**src/rtl/core/gsms_pkg.sv**
```systemverilog
// ----------------------------------------------------------------------------
// Median filter package
// Shared types and constants of the gated sliding median filter.
// ----------------------------------------------------------------------------
package gsms_pkg;

  localparam int unsigned Window = 10;
  localparam int unsigned IdxW = $clog2(Window);
  localparam int unsigned CntW = 4;
  localparam logic [15:0] AmpCeil = 16'd30000;
  localparam logic [15:0] LowerReset = 16'd320;
  localparam logic [15:0] UpperReset = 16'd10240;

  localparam logic CfgLower = 1'b0;
  localparam logic CfgUpper = 1'b1;

  localparam logic [2:0] StTooFar = 3'd0;
  localparam logic [2:0] StTooNear = 3'd1;
  localparam logic [2:0] StFilling = 3'd2;
  localparam logic [2:0] StMedian = 3'd3;
  localparam logic [2:0] StCleared = 3'd4;

  typedef struct packed {
    logic [15:0] range;
    logic [14:0] amp;
  } entry_t;

  typedef struct packed {
    logic load;      // copy window into sort array, reset indices to first pair
    logic step;      // one compare and swap, advance i and j
    logic finish;    // compute median and latch result
  } cmd_t;

  typedef struct packed {
    logic sort_done;
  } stat_t;

endpackage

```
**src/rtl/core/gsms_datapath.sv**
```systemverilog
// ----------------------------------------------------------------------------
// Median filter datapath
// Window store, sort array with one compare-and-swap unit, median math.
// ----------------------------------------------------------------------------
module gsms_datapath (
  input  logic                        clk_i,
  input  logic                        rst_ni,
  input  logic                        wr_en_i,
  input  logic                        clr_i,
  input  logic [15:0]                 range_i,
  input  logic [14:0]                 amp_i,
  input  gsms_pkg::cmd_t              cmd_i,
  output gsms_pkg::stat_t             stat_o,
  output logic [gsms_pkg::CntW-1:0]   count_o,
  output logic [16:0]                 med_range_o,
  output logic [14:0]                 med_amp_o,
  output logic [14:0]                 soft_o
);

  localparam int unsigned W = gsms_pkg::Window;
  localparam int unsigned IW = gsms_pkg::IdxW;
  // Softness is diff * 256 / 300, taken as diff * ceil(2^30 / 300) >> 22.
  localparam logic [21:0] SoftRecip = 22'd3579140;

  gsms_pkg::entry_t store_q [W];
  gsms_pkg::entry_t sort_q [W];
  logic [IW-1:0] slot_q, slot_d;
  logic [gsms_pkg::CntW-1:0] count_q, count_d;
  logic [IW-1:0] i_q, j_q;
  logic [16:0] mr_q;
  logic [14:0] ma_q;
  logic [14:0] soft_q;
  logic        sq_q;

  gsms_pkg::entry_t ei, ej;
  logic swap;
  logic [15:0] amp_sum;
  logic [14:0] ma_c;
  logic [14:0] diff;
  logic [36:0] prod;

  always_ff @(posedge clk_i) begin
    if (wr_en_i) begin
      store_q[slot_q] <= '{range: range_i, amp: amp_i};
    end
  end

  always_comb begin
    slot_d = slot_q;
    count_d = count_q;
    if (clr_i) begin
      slot_d = '0;
      count_d = '0;
    end else if (wr_en_i) begin
      slot_d = (slot_q == IW'(W - 1)) ? '0 : slot_q + 1'b1;
      if (count_q != gsms_pkg::CntW'(W)) begin
        count_d = count_q + 1'b1;
      end
    end
  end

  always_ff @(posedge clk_i or negedge rst_ni) begin
    if (!rst_ni) begin
      slot_q <= '0;
      count_q <= '0;
      i_q <= '0;
      j_q <= '0;
      sq_q <= 1'b0;
    end else begin
      slot_q <= slot_d;
      count_q <= count_d;
      sq_q <= 1'b0;
      if (cmd_i.load) begin
        i_q <= '0;
        j_q <= IW'(1);
      end else if (cmd_i.step) begin
        if (j_q == IW'(W - 1)) begin
          if (i_q == IW'(W - 2)) begin
            sq_q <= 1'b1;
          end else begin
            i_q <= i_q + 1'b1;
            j_q <= i_q + IW'(2);
          end
        end else begin
          j_q <= j_q + 1'b1;
        end
      end
    end
  end

  assign ei = sort_q[i_q];
  assign ej = sort_q[j_q];
  assign swap = ei.amp > ej.amp;

  always_ff @(posedge clk_i) begin
    if (cmd_i.load) begin
      sort_q <= store_q;
    end else if (cmd_i.step && swap) begin
      sort_q[i_q] <= ej;
      sort_q[j_q] <= ei;
    end
  end

  always_comb begin
    if ((W % 2) == 0) begin
      amp_sum = {1'b0, sort_q[W/2].amp} + {1'b0, sort_q[W/2-1].amp};
      ma_c = amp_sum[15:1];
    end else begin
      amp_sum = '0;
      ma_c = sort_q[W/2].amp;
    end
  end

  always_ff @(posedge clk_i) begin
    if (cmd_i.finish) begin
      if ((W % 2) == 0) begin
        mr_q <= {1'b0, sort_q[W/2].range} + {1'b0, sort_q[W/2-1].range};
      end else begin
        mr_q <= {sort_q[W/2].range, 1'b0};
      end
      ma_q <= ma_c;
    end
  end

  assign diff = gsms_pkg::AmpCeil[14:0] - ma_q;
  assign prod = 37'(diff) * 37'(SoftRecip);

  always_ff @(posedge clk_i) begin
    soft_q <= prod[36:22];
  end

  assign stat_o.sort_done = sq_q;
  assign count_o = count_q;
  assign med_range_o = mr_q;
  assign med_amp_o = ma_q;
  assign soft_o = soft_q;

endmodule

```
**src/rtl/core/gsms_ctrl.sv**
```systemverilog
// ----------------------------------------------------------------------------
// Median filter controller
// Gates readings, sequences the sort and drives the result register.
// ----------------------------------------------------------------------------
module gsms_ctrl (
  input  logic                      clk_i,
  input  logic                      rst_ni,
  input  logic                      in_valid_i,
  output logic                      in_ready_o,
  input  logic                      command_i,
  input  logic [15:0]               raw_i,
  input  logic [15:0]               lower_i,
  input  logic [15:0]               upper_i,
  input  logic [gsms_pkg::CntW-1:0] count_i,
  input  gsms_pkg::stat_t           stat_i,
  output gsms_pkg::cmd_t            cmd_o,
  output logic                      wr_en_o,
  output logic                      clr_o,
  output logic                      out_valid_o,
  input  logic                      out_ready_i,
  output logic [2:0]                status_o,
  output logic                      use_med_o
);

  typedef enum logic [2:0] {Idle, Load, Sort, Finish, Emit} state_e;

  state_e state_q;
  logic [2:0] status_q;
  logic       valid_q;
  logic       full;
  logic       take;

  assign full = count_i == gsms_pkg::CntW'(gsms_pkg::Window);
  assign in_ready_o = (state_q == Idle) && !valid_q;
  assign take = in_valid_i && in_ready_o;
  assign clr_o = take && command_i;
  assign wr_en_o = take && !command_i && (raw_i < upper_i) && (raw_i >= lower_i);
  assign cmd_o.load = state_q == Load;
  assign cmd_o.step = (state_q == Sort) && !stat_i.sort_done;
  assign cmd_o.finish = state_q == Finish;

  always_ff @(posedge clk_i or negedge rst_ni) begin
    if (!rst_ni) begin
      state_q <= Idle;
      status_q <= gsms_pkg::StTooFar;
      valid_q <= 1'b0;
    end else begin
      if (valid_q && out_ready_i) begin
        valid_q <= 1'b0;
      end
      unique case (state_q)
        Idle: begin
          if (take) begin
            if (command_i) begin
              status_q <= gsms_pkg::StCleared;
              valid_q <= 1'b1;
            end else if (raw_i >= upper_i) begin
              status_q <= gsms_pkg::StTooFar;
              valid_q <= 1'b1;
            end else if (raw_i < lower_i) begin
              status_q <= gsms_pkg::StTooNear;
              valid_q <= 1'b1;
            end else if (full) begin
              status_q <= gsms_pkg::StMedian;
              state_q <= Load;
            end else begin
              status_q <= gsms_pkg::StFilling;
              valid_q <= 1'b1;
            end
          end
        end
        Load: begin
          state_q <= Sort;
        end
        Sort: begin
          if (stat_i.sort_done) begin
            state_q <= Finish;
          end
        end
        Finish: begin
          state_q <= Emit;
        end
        Emit: begin
          valid_q <= 1'b1;
          state_q <= Idle;
        end
        default: state_q <= Idle;
      endcase
    end
  end

  assign out_valid_o = valid_q;
  assign status_o = status_q;
  assign use_med_o = status_q == gsms_pkg::StMedian;

endmodule

```
**src/rtl/core/gated_sliding_median_softness.sv**
```systemverilog
// ----------------------------------------------------------------------------
// Gated sliding median with softness
// Range gate, ten-entry ring window, sorted median and softness estimate.
// ----------------------------------------------------------------------------
// Each input item is a clear command or a range/amplitude reading; each
// yields exactly one result item on the master stream.
// A clear, a rejected reading or a reading while the window fills gives its
// result in the cycle after acceptance, and the next item is taken once
// that result has been taken. Once the window is full, a reading is written,
// the window is copied into the sort array, and an exchange sort runs
// through one compare-and-swap unit, one pair per cycle; the median is
// then latched in the Finish state and the result is raised in Emit.
// One item is in work at a time: s_axis_tready is low from acceptance until
// the result has been taken, so a stalled receiver holds the result and the
// input stalls with it.
// Reset clears the window count, write slot and control; limits return to
// 320 and 10240. The user must write limits on the cfg channel (index 0
// lower, 1 upper) only while the block is idle; the block has no check for it.
// ----------------------------------------------------------------------------
module gated_sliding_median_softness (
  input  logic        clk_i,
  input  logic        rst_ni,
  input  logic        s_axis_tvalid,
  output logic        s_axis_tready,
  input  logic [31:0] s_axis_tdata,  // raw_range[15:0], amplitude[31:16]
  input  logic        s_axis_tuser,  // command
  output logic        m_axis_tvalid,
  input  logic        m_axis_tready,
  output logic [55:0] m_axis_tdata,  // status, fill_count, mid_range,
                                     // median_amplitude, softness
  input  logic        cfg_valid_i,
  output logic        cfg_ready_o,
  input  logic        cfg_index_i,
  input  logic [15:0] cfg_data_i
);

  logic [15:0] lower_q, upper_q;
  logic [15:0] amp_raw;
  logic [14:0] amp_cl;
  gsms_pkg::cmd_t cmd;
  gsms_pkg::stat_t stat;
  logic wr_en, clr, use_med;
  logic [2:0] status;
  logic [gsms_pkg::CntW-1:0] count;
  logic [16:0] mr;
  logic [14:0] ma, soft_pct;

  assign cfg_ready_o = 1'b1;

  always_ff @(posedge clk_i or negedge rst_ni) begin
    if (!rst_ni) begin
      lower_q <= gsms_pkg::LowerReset;
      upper_q <= gsms_pkg::UpperReset;
    end else if (cfg_valid_i) begin
      unique case (cfg_index_i)
        gsms_pkg::CfgLower: lower_q <= cfg_data_i;
        gsms_pkg::CfgUpper: upper_q <= cfg_data_i;
        default: ;
      endcase
    end
  end

  assign amp_raw = s_axis_tdata[31:16];
  assign amp_cl = (amp_raw > gsms_pkg::AmpCeil) ? gsms_pkg::AmpCeil[14:0] : amp_raw[14:0];

  gsms_ctrl u_ctrl (
    .clk_i, .rst_ni,
    .in_valid_i (s_axis_tvalid), .in_ready_o (s_axis_tready),
    .command_i (s_axis_tuser), .raw_i (s_axis_tdata[15:0]),
    .lower_i (lower_q), .upper_i (upper_q),
    .count_i (count), .stat_i (stat), .cmd_o (cmd),
    .wr_en_o (wr_en), .clr_o (clr),
    .out_valid_o (m_axis_tvalid), .out_ready_i (m_axis_tready),
    .status_o (status), .use_med_o (use_med)
  );

  gsms_datapath u_dp (
    .clk_i, .rst_ni,
    .wr_en_i (wr_en), .clr_i (clr),
    .range_i (s_axis_tdata[15:0]), .amp_i (amp_cl),
    .cmd_i (cmd), .stat_o (stat), .count_o (count),
    .med_range_o (mr), .med_amp_o (ma), .soft_o (soft_pct)
  );

  assign m_axis_tdata = {2'b00, (use_med ? soft_pct : 15'd0), (use_med ? ma : 15'd0),
                         (use_med ? mr : 17'd0), count, status};

endmodule

```
**config.mk**
```make
export PLATFORM = sky130hd
export DESIGN_NAME = gated_sliding_median_softness
export DESIGN_NICKNAME = d
export VERILOG_FILES = /design/src/rtl/core/gsms_pkg.sv /design/src/rtl/core/gsms_datapath.sv /design/src/rtl/core/gsms_ctrl.sv /design/src/rtl/core/gated_sliding_median_softness.sv
export SDC_FILE = /design/constraint.sdc
export NUM_CORES = 2
export LEC_CHECK = 0
export ABC_AREA = 0
export BUFFER_PORTS_ARGS = -buffer_cell sky130_fd_sc_hd__buf_4
export CELL_PAD_IN_SITES_DETAIL_PLACEMENT = 0
export CELL_PAD_IN_SITES_GLOBAL_PLACEMENT = 2
export CORE_UTILIZATION = 45
export CTS_BUF_LIST = sky130_fd_sc_hd__clkbuf_8
export DETAILED_ROUTE_END_ITERATION = 10
export GPL_ROUTABILITY_DRIVEN = 1
export GPL_TIMING_DRIVEN = 0
export PLACE_DENSITY = 0.86
export SYNTH_ARGS = -nofsm -noshare
export SYNTH_HDL_FRONTEND = slang
export SYNTH_SLANG_ARGS = --single-unit
export TNS_END_PERCENT = 1
```
**constraint.sdc**
```tcl
create_clock -name clk_i -period 8.3 [get_ports clk_i]
set_clock_uncertainty 0.1 [all_clocks]
set_input_delay 0.83 -clock clk_i [delete_from_list [all_inputs] [get_ports clk_i]]
set_output_delay 0.83 -clock clk_i [all_outputs]
set_load 0.005 [all_outputs]
```
# == After elaboration in Yosys (flattened, before gate mapping) ==
# Cells that the tools add are included.
# W data, S select, Z words.
# op_classes
n_addsub,8
mul,1
div_mod_pow,0
magnitude_cmp,12
eq_ne,18
shift,0
muxes,57
n_bitwise,4
reduce_logical,28
# ops
cell,count
$bwmux W310,3
$mux W310,2
$demux W31 S4,3
$bmux W31 S4,2
$mux W31,7
$mux W4,14
$mux W15,3
$mul A15 B20 Y35 const B,1
$ge A16 B16 Y1,2
$lt A16 B16 Y1,2
$mux W3,9
$add A16 B16 Y17,1
$mux W17,1
$add A15 B15 Y16,1
$add A4 B1 Y4 const B,4
$eq A4 B4 Y1 const B,4
$gt A16 B15 Y1 const B,1
$ge A5 B5 Y1 const B,3
$gt A15 B15 Y1,1
$lt A5 B1 Y1 const B,3
$not A4 Y5,3
$sub A15 B15 Y15 const A,1
$logic_and A1 B1 Y1,12
$pmux W3 S4,1
17 further kinds,44
# word_totals
ff_bits,723
latchBits,0
ram_bits,0
rom_bits,0
inputBits,55
out_inout_bits,59
elab_cells,181
n_memories,0

# == Longest topological paths before layout ==
# logic_depth
word_depth,9
ltp_mapped,30

# == Modules after synthesis ==
# A second synthesis with hierarchy kept.
# unflattened
hier_cells,3491
area_unflattened_um2,41533.6
# by_module_without_submodules
mod,instances,cells_per_inst,area_each_um2,seq_area_each_um2
gsms_datapath,1,3184,38543.2,20304.5
gated_sliding_median_softness,1,154,1770.4,805.8
gsms_ctrl,1,153,1219.9,175.2

# == Worst setup path after synthesis ==
# Ideal clock, no wire load.
# synth_timing
path_type,register to register
from,"reg u_dp.ma_q[0], in the netlist u_dp.med_amp_o[0]"
to,"reg u_dp.soft_q[14], in the netlist u_dp.soft_o[14]"
arrival_ps,6796
setup_slack_ps,1283
stages_incl_launch_ff,28
path_buffers,1
cell_sequence,edfxtp_1 -> buf_2 -> inv_1 -> ha_1 -> nor3b_2 -> o21ai_0 -> a21o_1 -> a21oi_1 -> xor2_1 -> ha_1 -> inv_1 -> fa_1 -> fa_1 -> inv_1 -> fa_1 -> fa_1 -> inv_1 -> fa_1 -> inv_1 -> ha_1 -> a211o_1 -> a211oi_1 -> o21ai_1 -> a221o_1 -> a2111o_1 -> a21oi_1 -> o21bai_1 -> xnor2_1
# synth_via
elab_chain_cells,2
# synth_lines
element,line,rtl
start: declaration,gsms_datapath.sv:31,logic [14:0] ma_q;
start signal: assignment,gsms_datapath.sv:121,ma_q <= ma_c;
$sub A15 B15 Y15,gsms_datapath.sv:125,assign diff = gsms_pkg::AmpCeil[14:0] - ma_q;
$mul A15 B20 Y35,gsms_datapath.sv:126,assign prod = 37'(diff) * 37'(SoftRecip);
named net u_dp.prod[36],gsms_datapath.sv:40,logic [36:0] prod;
end signal: assignment,gsms_datapath.sv:129,soft_q <= prod[36:22];
end: declaration,gsms_datapath.sv:32,logic [14:0] soft_q;
# The timed path passes the listed nets, and every way through them passes these cells.
# A chain may end at the register's enable or synchronous reset.

# == Final worst setup path ==
# Ends and elaborated chain as after synthesis.

==> results.sh <==
export IMPL_antenna_left=0
export IMPL_yosysWarnings=0
export IMPL_max_freq_mhz=128
export IMPL_hold_viol=0
export IMPL_cts_root_buf="clkbuf_8"
export IMPL_cpLargestDelayFamily="adder cells"
export IMPL_fin_nets=4141
export IMPL_seq_area_frac_synth_pct=51.6
export IMPL_drt_total_wl_microns=146000
export IMPL_drv_slew=0
export IMPL_async_reset_ff_share_pct=7.75
export IMPL_worst_slew_pin_slew_ns=1.37
export IMPL_vias=31400
export IMPL_synth_area_leaders="edfxtp_1 48%, a22oi_1 6.8%, mux4_2 6.8%"
export IMPL_leakagePower_nw=16.9
export IMPL_rows=110
export IMPL_clk_latency_ns=0.85
export IMPL_numClockSinks=723
export IMPL_grt_setup_unrepaired="false"
export IMPL_power_density_nw_per_um2=156
export IMPL_maxCapViolCount=0
export IMPL_syn_cell_area_sq_um=41200
export IMPL_critical_path_buf_inv_count=6
export IMPL_outcome="finished, final reports clean"
export IMPL_postSynthCellCount=3489
export IMPL_cts_inserted_buffers=130
export IMPL_io_buffer_count=110
export IMPL_die_w_microns=305
export IMPL_start_util_pct=45.6
export IMPL_wl_per_cell_microns=28.8
export IMPL_core_area_sq_um=90400
export IMPL_path_clk_slew_ns=0.06
export IMPL_hp_start="m_axis_tready"
export IMPL_r2r_slack_ns=0.47
export IMPL_cpPeakStageDelay_ns=0.51
export IMPL_critical_path_arrival_ns=8.43
export IMPL_clk_path_buf_depth=3
export IMPL_hold_class="input port to flip-flop"
export IMPL_reg2regPathDepth=28
export IMPL_period_minus_slack_ns=7.83
export IMPL_drcViolationCount=0
export IMPL_first_pass_iters=6
export IMPL_cts_tree="yes"
export IMPL_hold_depth=2
export IMPL_dp_hpwl_microns=106000
export IMPL_critPathKind="flip-flop to flip-flop"
export IMPL_drive_gt1_share_pct=16.1
export IMPL_finalCritPeriodShare_pct=94.3
export IMPL_ir_drop_v=0.000130
export IMPL_grt_max_degree=57
export IMPL_cp_start_kind="flip-flop"
export IMPL_r2r_end="u_dp.soft_o[14]$_DFF_P_"
export IMPL_cts_max_level=4
export IMPL_syn2layout_area_growth_pct=13.3
export IMPL_io_pins=114
export IMPL_cpMostUsedCell="fa_1"
export IMPL_synth_edf_count=652
export IMPL_critical_path_slowest_cell="fa_1"
export IMPL_fin_hold_ws_ns=0.109
export IMPL_worstHoldEndpoint="u_ctrl.out_valid_o$_DFF_PN0_"
export IMPL_place_congestion=0.953
export IMPL_crit_required_ns=8.90
export IMPL_grt_overflow=0
export IMPL_worstPathMaxFanout=7
export IMPL_grt_antenna_before_repair=3
export IMPL_synth_ff_latch_count=723
export IMPL_syn_area_per_cell_sq_um=11.8
export IMPL_grt_pass1_wl_microns=210000
export IMPL_drt_iter0_drc=4656
export IMPL_yosysTopAreaCell="edfxtp_1"
export IMPL_viasPerCell=6.21
export IMPL_synth_distinct_cells=80
export IMPL_synth_top_cell_area_share_pct=47.5
export IMPL_grt_usage_pct=31.5
export IMPL_die_h_microns=305
export IMPL_power_w=0.00731
export IMPL_slew_headroom_pct=8.95
export IMPL_dieArea_sq_um=92800
export IMPL_grt_pass1_vias=30900
export IMPL_reg2reg_from="u_dp.med_amp_o[0]$_DFFE_PP_"
export IMPL_setup_violations_final=0
export IMPL_ys_flop_type="edfxtp_1"
export IMPL_endpoint_kind="flip-flop"
==> placed cells by master (no fill, tap or decap), types with 9 or more instances in the layout <==
master,instances
and2_1,65
ha_1,208
dfxtp_1,15
o21ai_4,10
o21ai_1,33
a21oi_1,53
clkbuf_8,135
inv_1,289
nor3_1,25
a22oi_1,372
nand4_1,11
clkinv_1,24
buf_2,28
clkbuf_1,209
xor2_1,17
nor2b_1,16
buf_4,151
dfrtp_1,52
xnor2_1,37
a21o_1,27
mux2_2,79
nor2_1,76
buf_12,9
nand3_1,20
mux4_2,124
nand2_1,451
fa_1,86
edfxtp_1,652
buf_1,9
buf_6,16
o21a_1,14
clkinv_2,9
nand2b_1,18
o21ai_0,387
==> per-layer routing <==
layer | routed length [microns] | global-route usage [%] | vias to the layer above | share of wire [%]
met3 | 16400 | 8.17 | 392 | 11
met5 | 0 | 0 | - | 0
li1 | - | - | 13600 | -
met1 | 56500 | 41.1 | 15500 | 39
met2 | 66900 | 49.6 | 1988 | 46
met4 | 6110 | 13.5 | 0 | 4.2
==> metrics by stage <==
step / area (sq um) / setup WS (ns) / utilization, % / std cells / setup TNS, ns
final: 46700 / 0.473 / 51.7 / 5061 / 0
after global routing: 46700 / 0.0230 / 51.7 / 5061 / 0
after CTS: 46700 / 0.141 / 51.6 / 5057 / 0
after detailed placement: 44300 / -0.0198 / 49.0 / 4832 / -0.0198
after global placement: 43500 / -2.53 / 48.1 / 4776 / -912.28
after floorplan: 41200 / 1.28 / - / 3490 / 0
==> synth_stat cells, types with 3 or more instances <==
master,n
nor2_1,76
a21boi_0,4
nor4_1,7
edfxtp_1,652
o211ai_1,4
a21oi_1,55
dfrtp_1,52
fa_1,86
buf_1,9
nand2_1,451
mux2i_1,5
nand2b_1,18
buf_2,28
nor2b_1,16
clkbuf_1,209
nand3_1,20
a22oi_1,372
mux2_2,79
nand3b_1,4
ha_1,208
o21bai_1,6
dfxtp_1,15
nor3b_1,3
xor2_1,19
and3_1,4
or2_2,7
a211o_1,8
buf_4,7
or3_1,8
nand4_1,11
o21ai_0,397
dfstp_2,4
or4_1,3
o21ai_1,33
o21a_1,14
xnor2_1,39
a31oi_1,5
mux4_2,124
and2_1,65
nor3_1,29
a21o_1,27
inv_1,247
o31ai_1,3
a211oi_1,7
==> flip-flops by register name, summed over array words and instances, names as in the netlist, 4 cells and up <==
register          cells
lower_q              16
u_dp.i_q              4
u_dp.med_amp_o       15
upper_q              16
u_dp.sort_q         310
u_dp.soft_o          15
u_dp.j_q              4
u_dp.count_o          4
u_dp.store_q        310
u_dp.med_range_o     17
u_dp.slot_q           4
==> worst reg2reg max path, delay by kind of cell, from the launching register on <==
kind / cells / cell delay [ns]
buf+inv: 6 / 0.60
fa+ha+maj: 8 / 3.31
simple gates: 2 / 0.40
xor+xnor: 2 / 0.48
compound gates: 10 / 2.45
flops: 1 / 0.39
==> report_power, final <==
group	internal [W]	switching (W)
combinational	0.0000684	0.000110
sequential	0.00396	0.00000932
clock	0.00157	0.00158
==> worst max-delay path by stage <==
stage	startpoint	to	slack, ns	depth (start not counted)
2_1_floorplan	u_dp.med_amp_o[0]$_DFFE_PP_	u_dp.soft_o[14]$_DFF_P_	1.28	27
3_3_place_gp	s_axis_tdata[0]	u_dp.store_q[160]$_DFFE_PP_	-2.53	13
3_5_place_dp	u_dp.med_amp_o[0]$_DFFE_PP_	u_dp.soft_o[14]$_DFF_P_	-0.02	27
4_1_cts	u_dp.med_amp_o[0]$_DFFE_PP_	u_dp.soft_o[14]$_DFF_P_	0.14	27
5_1_grt	u_dp.med_amp_o[0]$_DFFE_PP_	u_dp.soft_o[13]$_DFF_P_	0.02	29
6_report	u_dp.med_amp_o[0]$_DFFE_PP_	u_dp.soft_o[14]$_DFF_P_	0.47	28
==> layout make-up <==
cell class / count / area [sq um]
sequential: 723 / 21300
timing repair buffer: 170 / 1480
clock inverter: 90 / 487
multi-input combinational: 2259 / 18100
inverter: 249 / 938
antenna: 1 / 2.50
fill: 7967 / 43700
buffer: 259 / 1080
tap: 1176 / 1470
clock buffer: 134 / 1840
==> repair_timing <==
item	CTS	global route
hold buffers	1	0
setup endpoints to repair	1	2
cloned	0	0
pin swaps	0	1
resized for setup	2	5
buffers inserted	0	3
hold endpoints to repair	17	0
==> cell families (layout without fill, tap and decap cells) <==
| family | Yosys count | count (layout) | share of synthesized area (%) |
|---|---|---|---|
| XOR/XNOR | 58 | 58 | 1.23 |
| buffers and inverters | 508 | 902 | 4.88 |
| AND/OR/NAND/NOR | 737 | 737 | 8.02 |
| adder cells (fa/ha/maj) | 294 | 294 | 10.5 |
| multiplexers | 208 | 208 | 9.06 |
| flip-flops | 723 | 723 | 51.6 |
| other | 2 | 4 | 0.0182 |
| AO/OA/AOI/OAI | 959 | 959 | 14.6 |
Note: power is estimated with default switching activity, not from simulation.
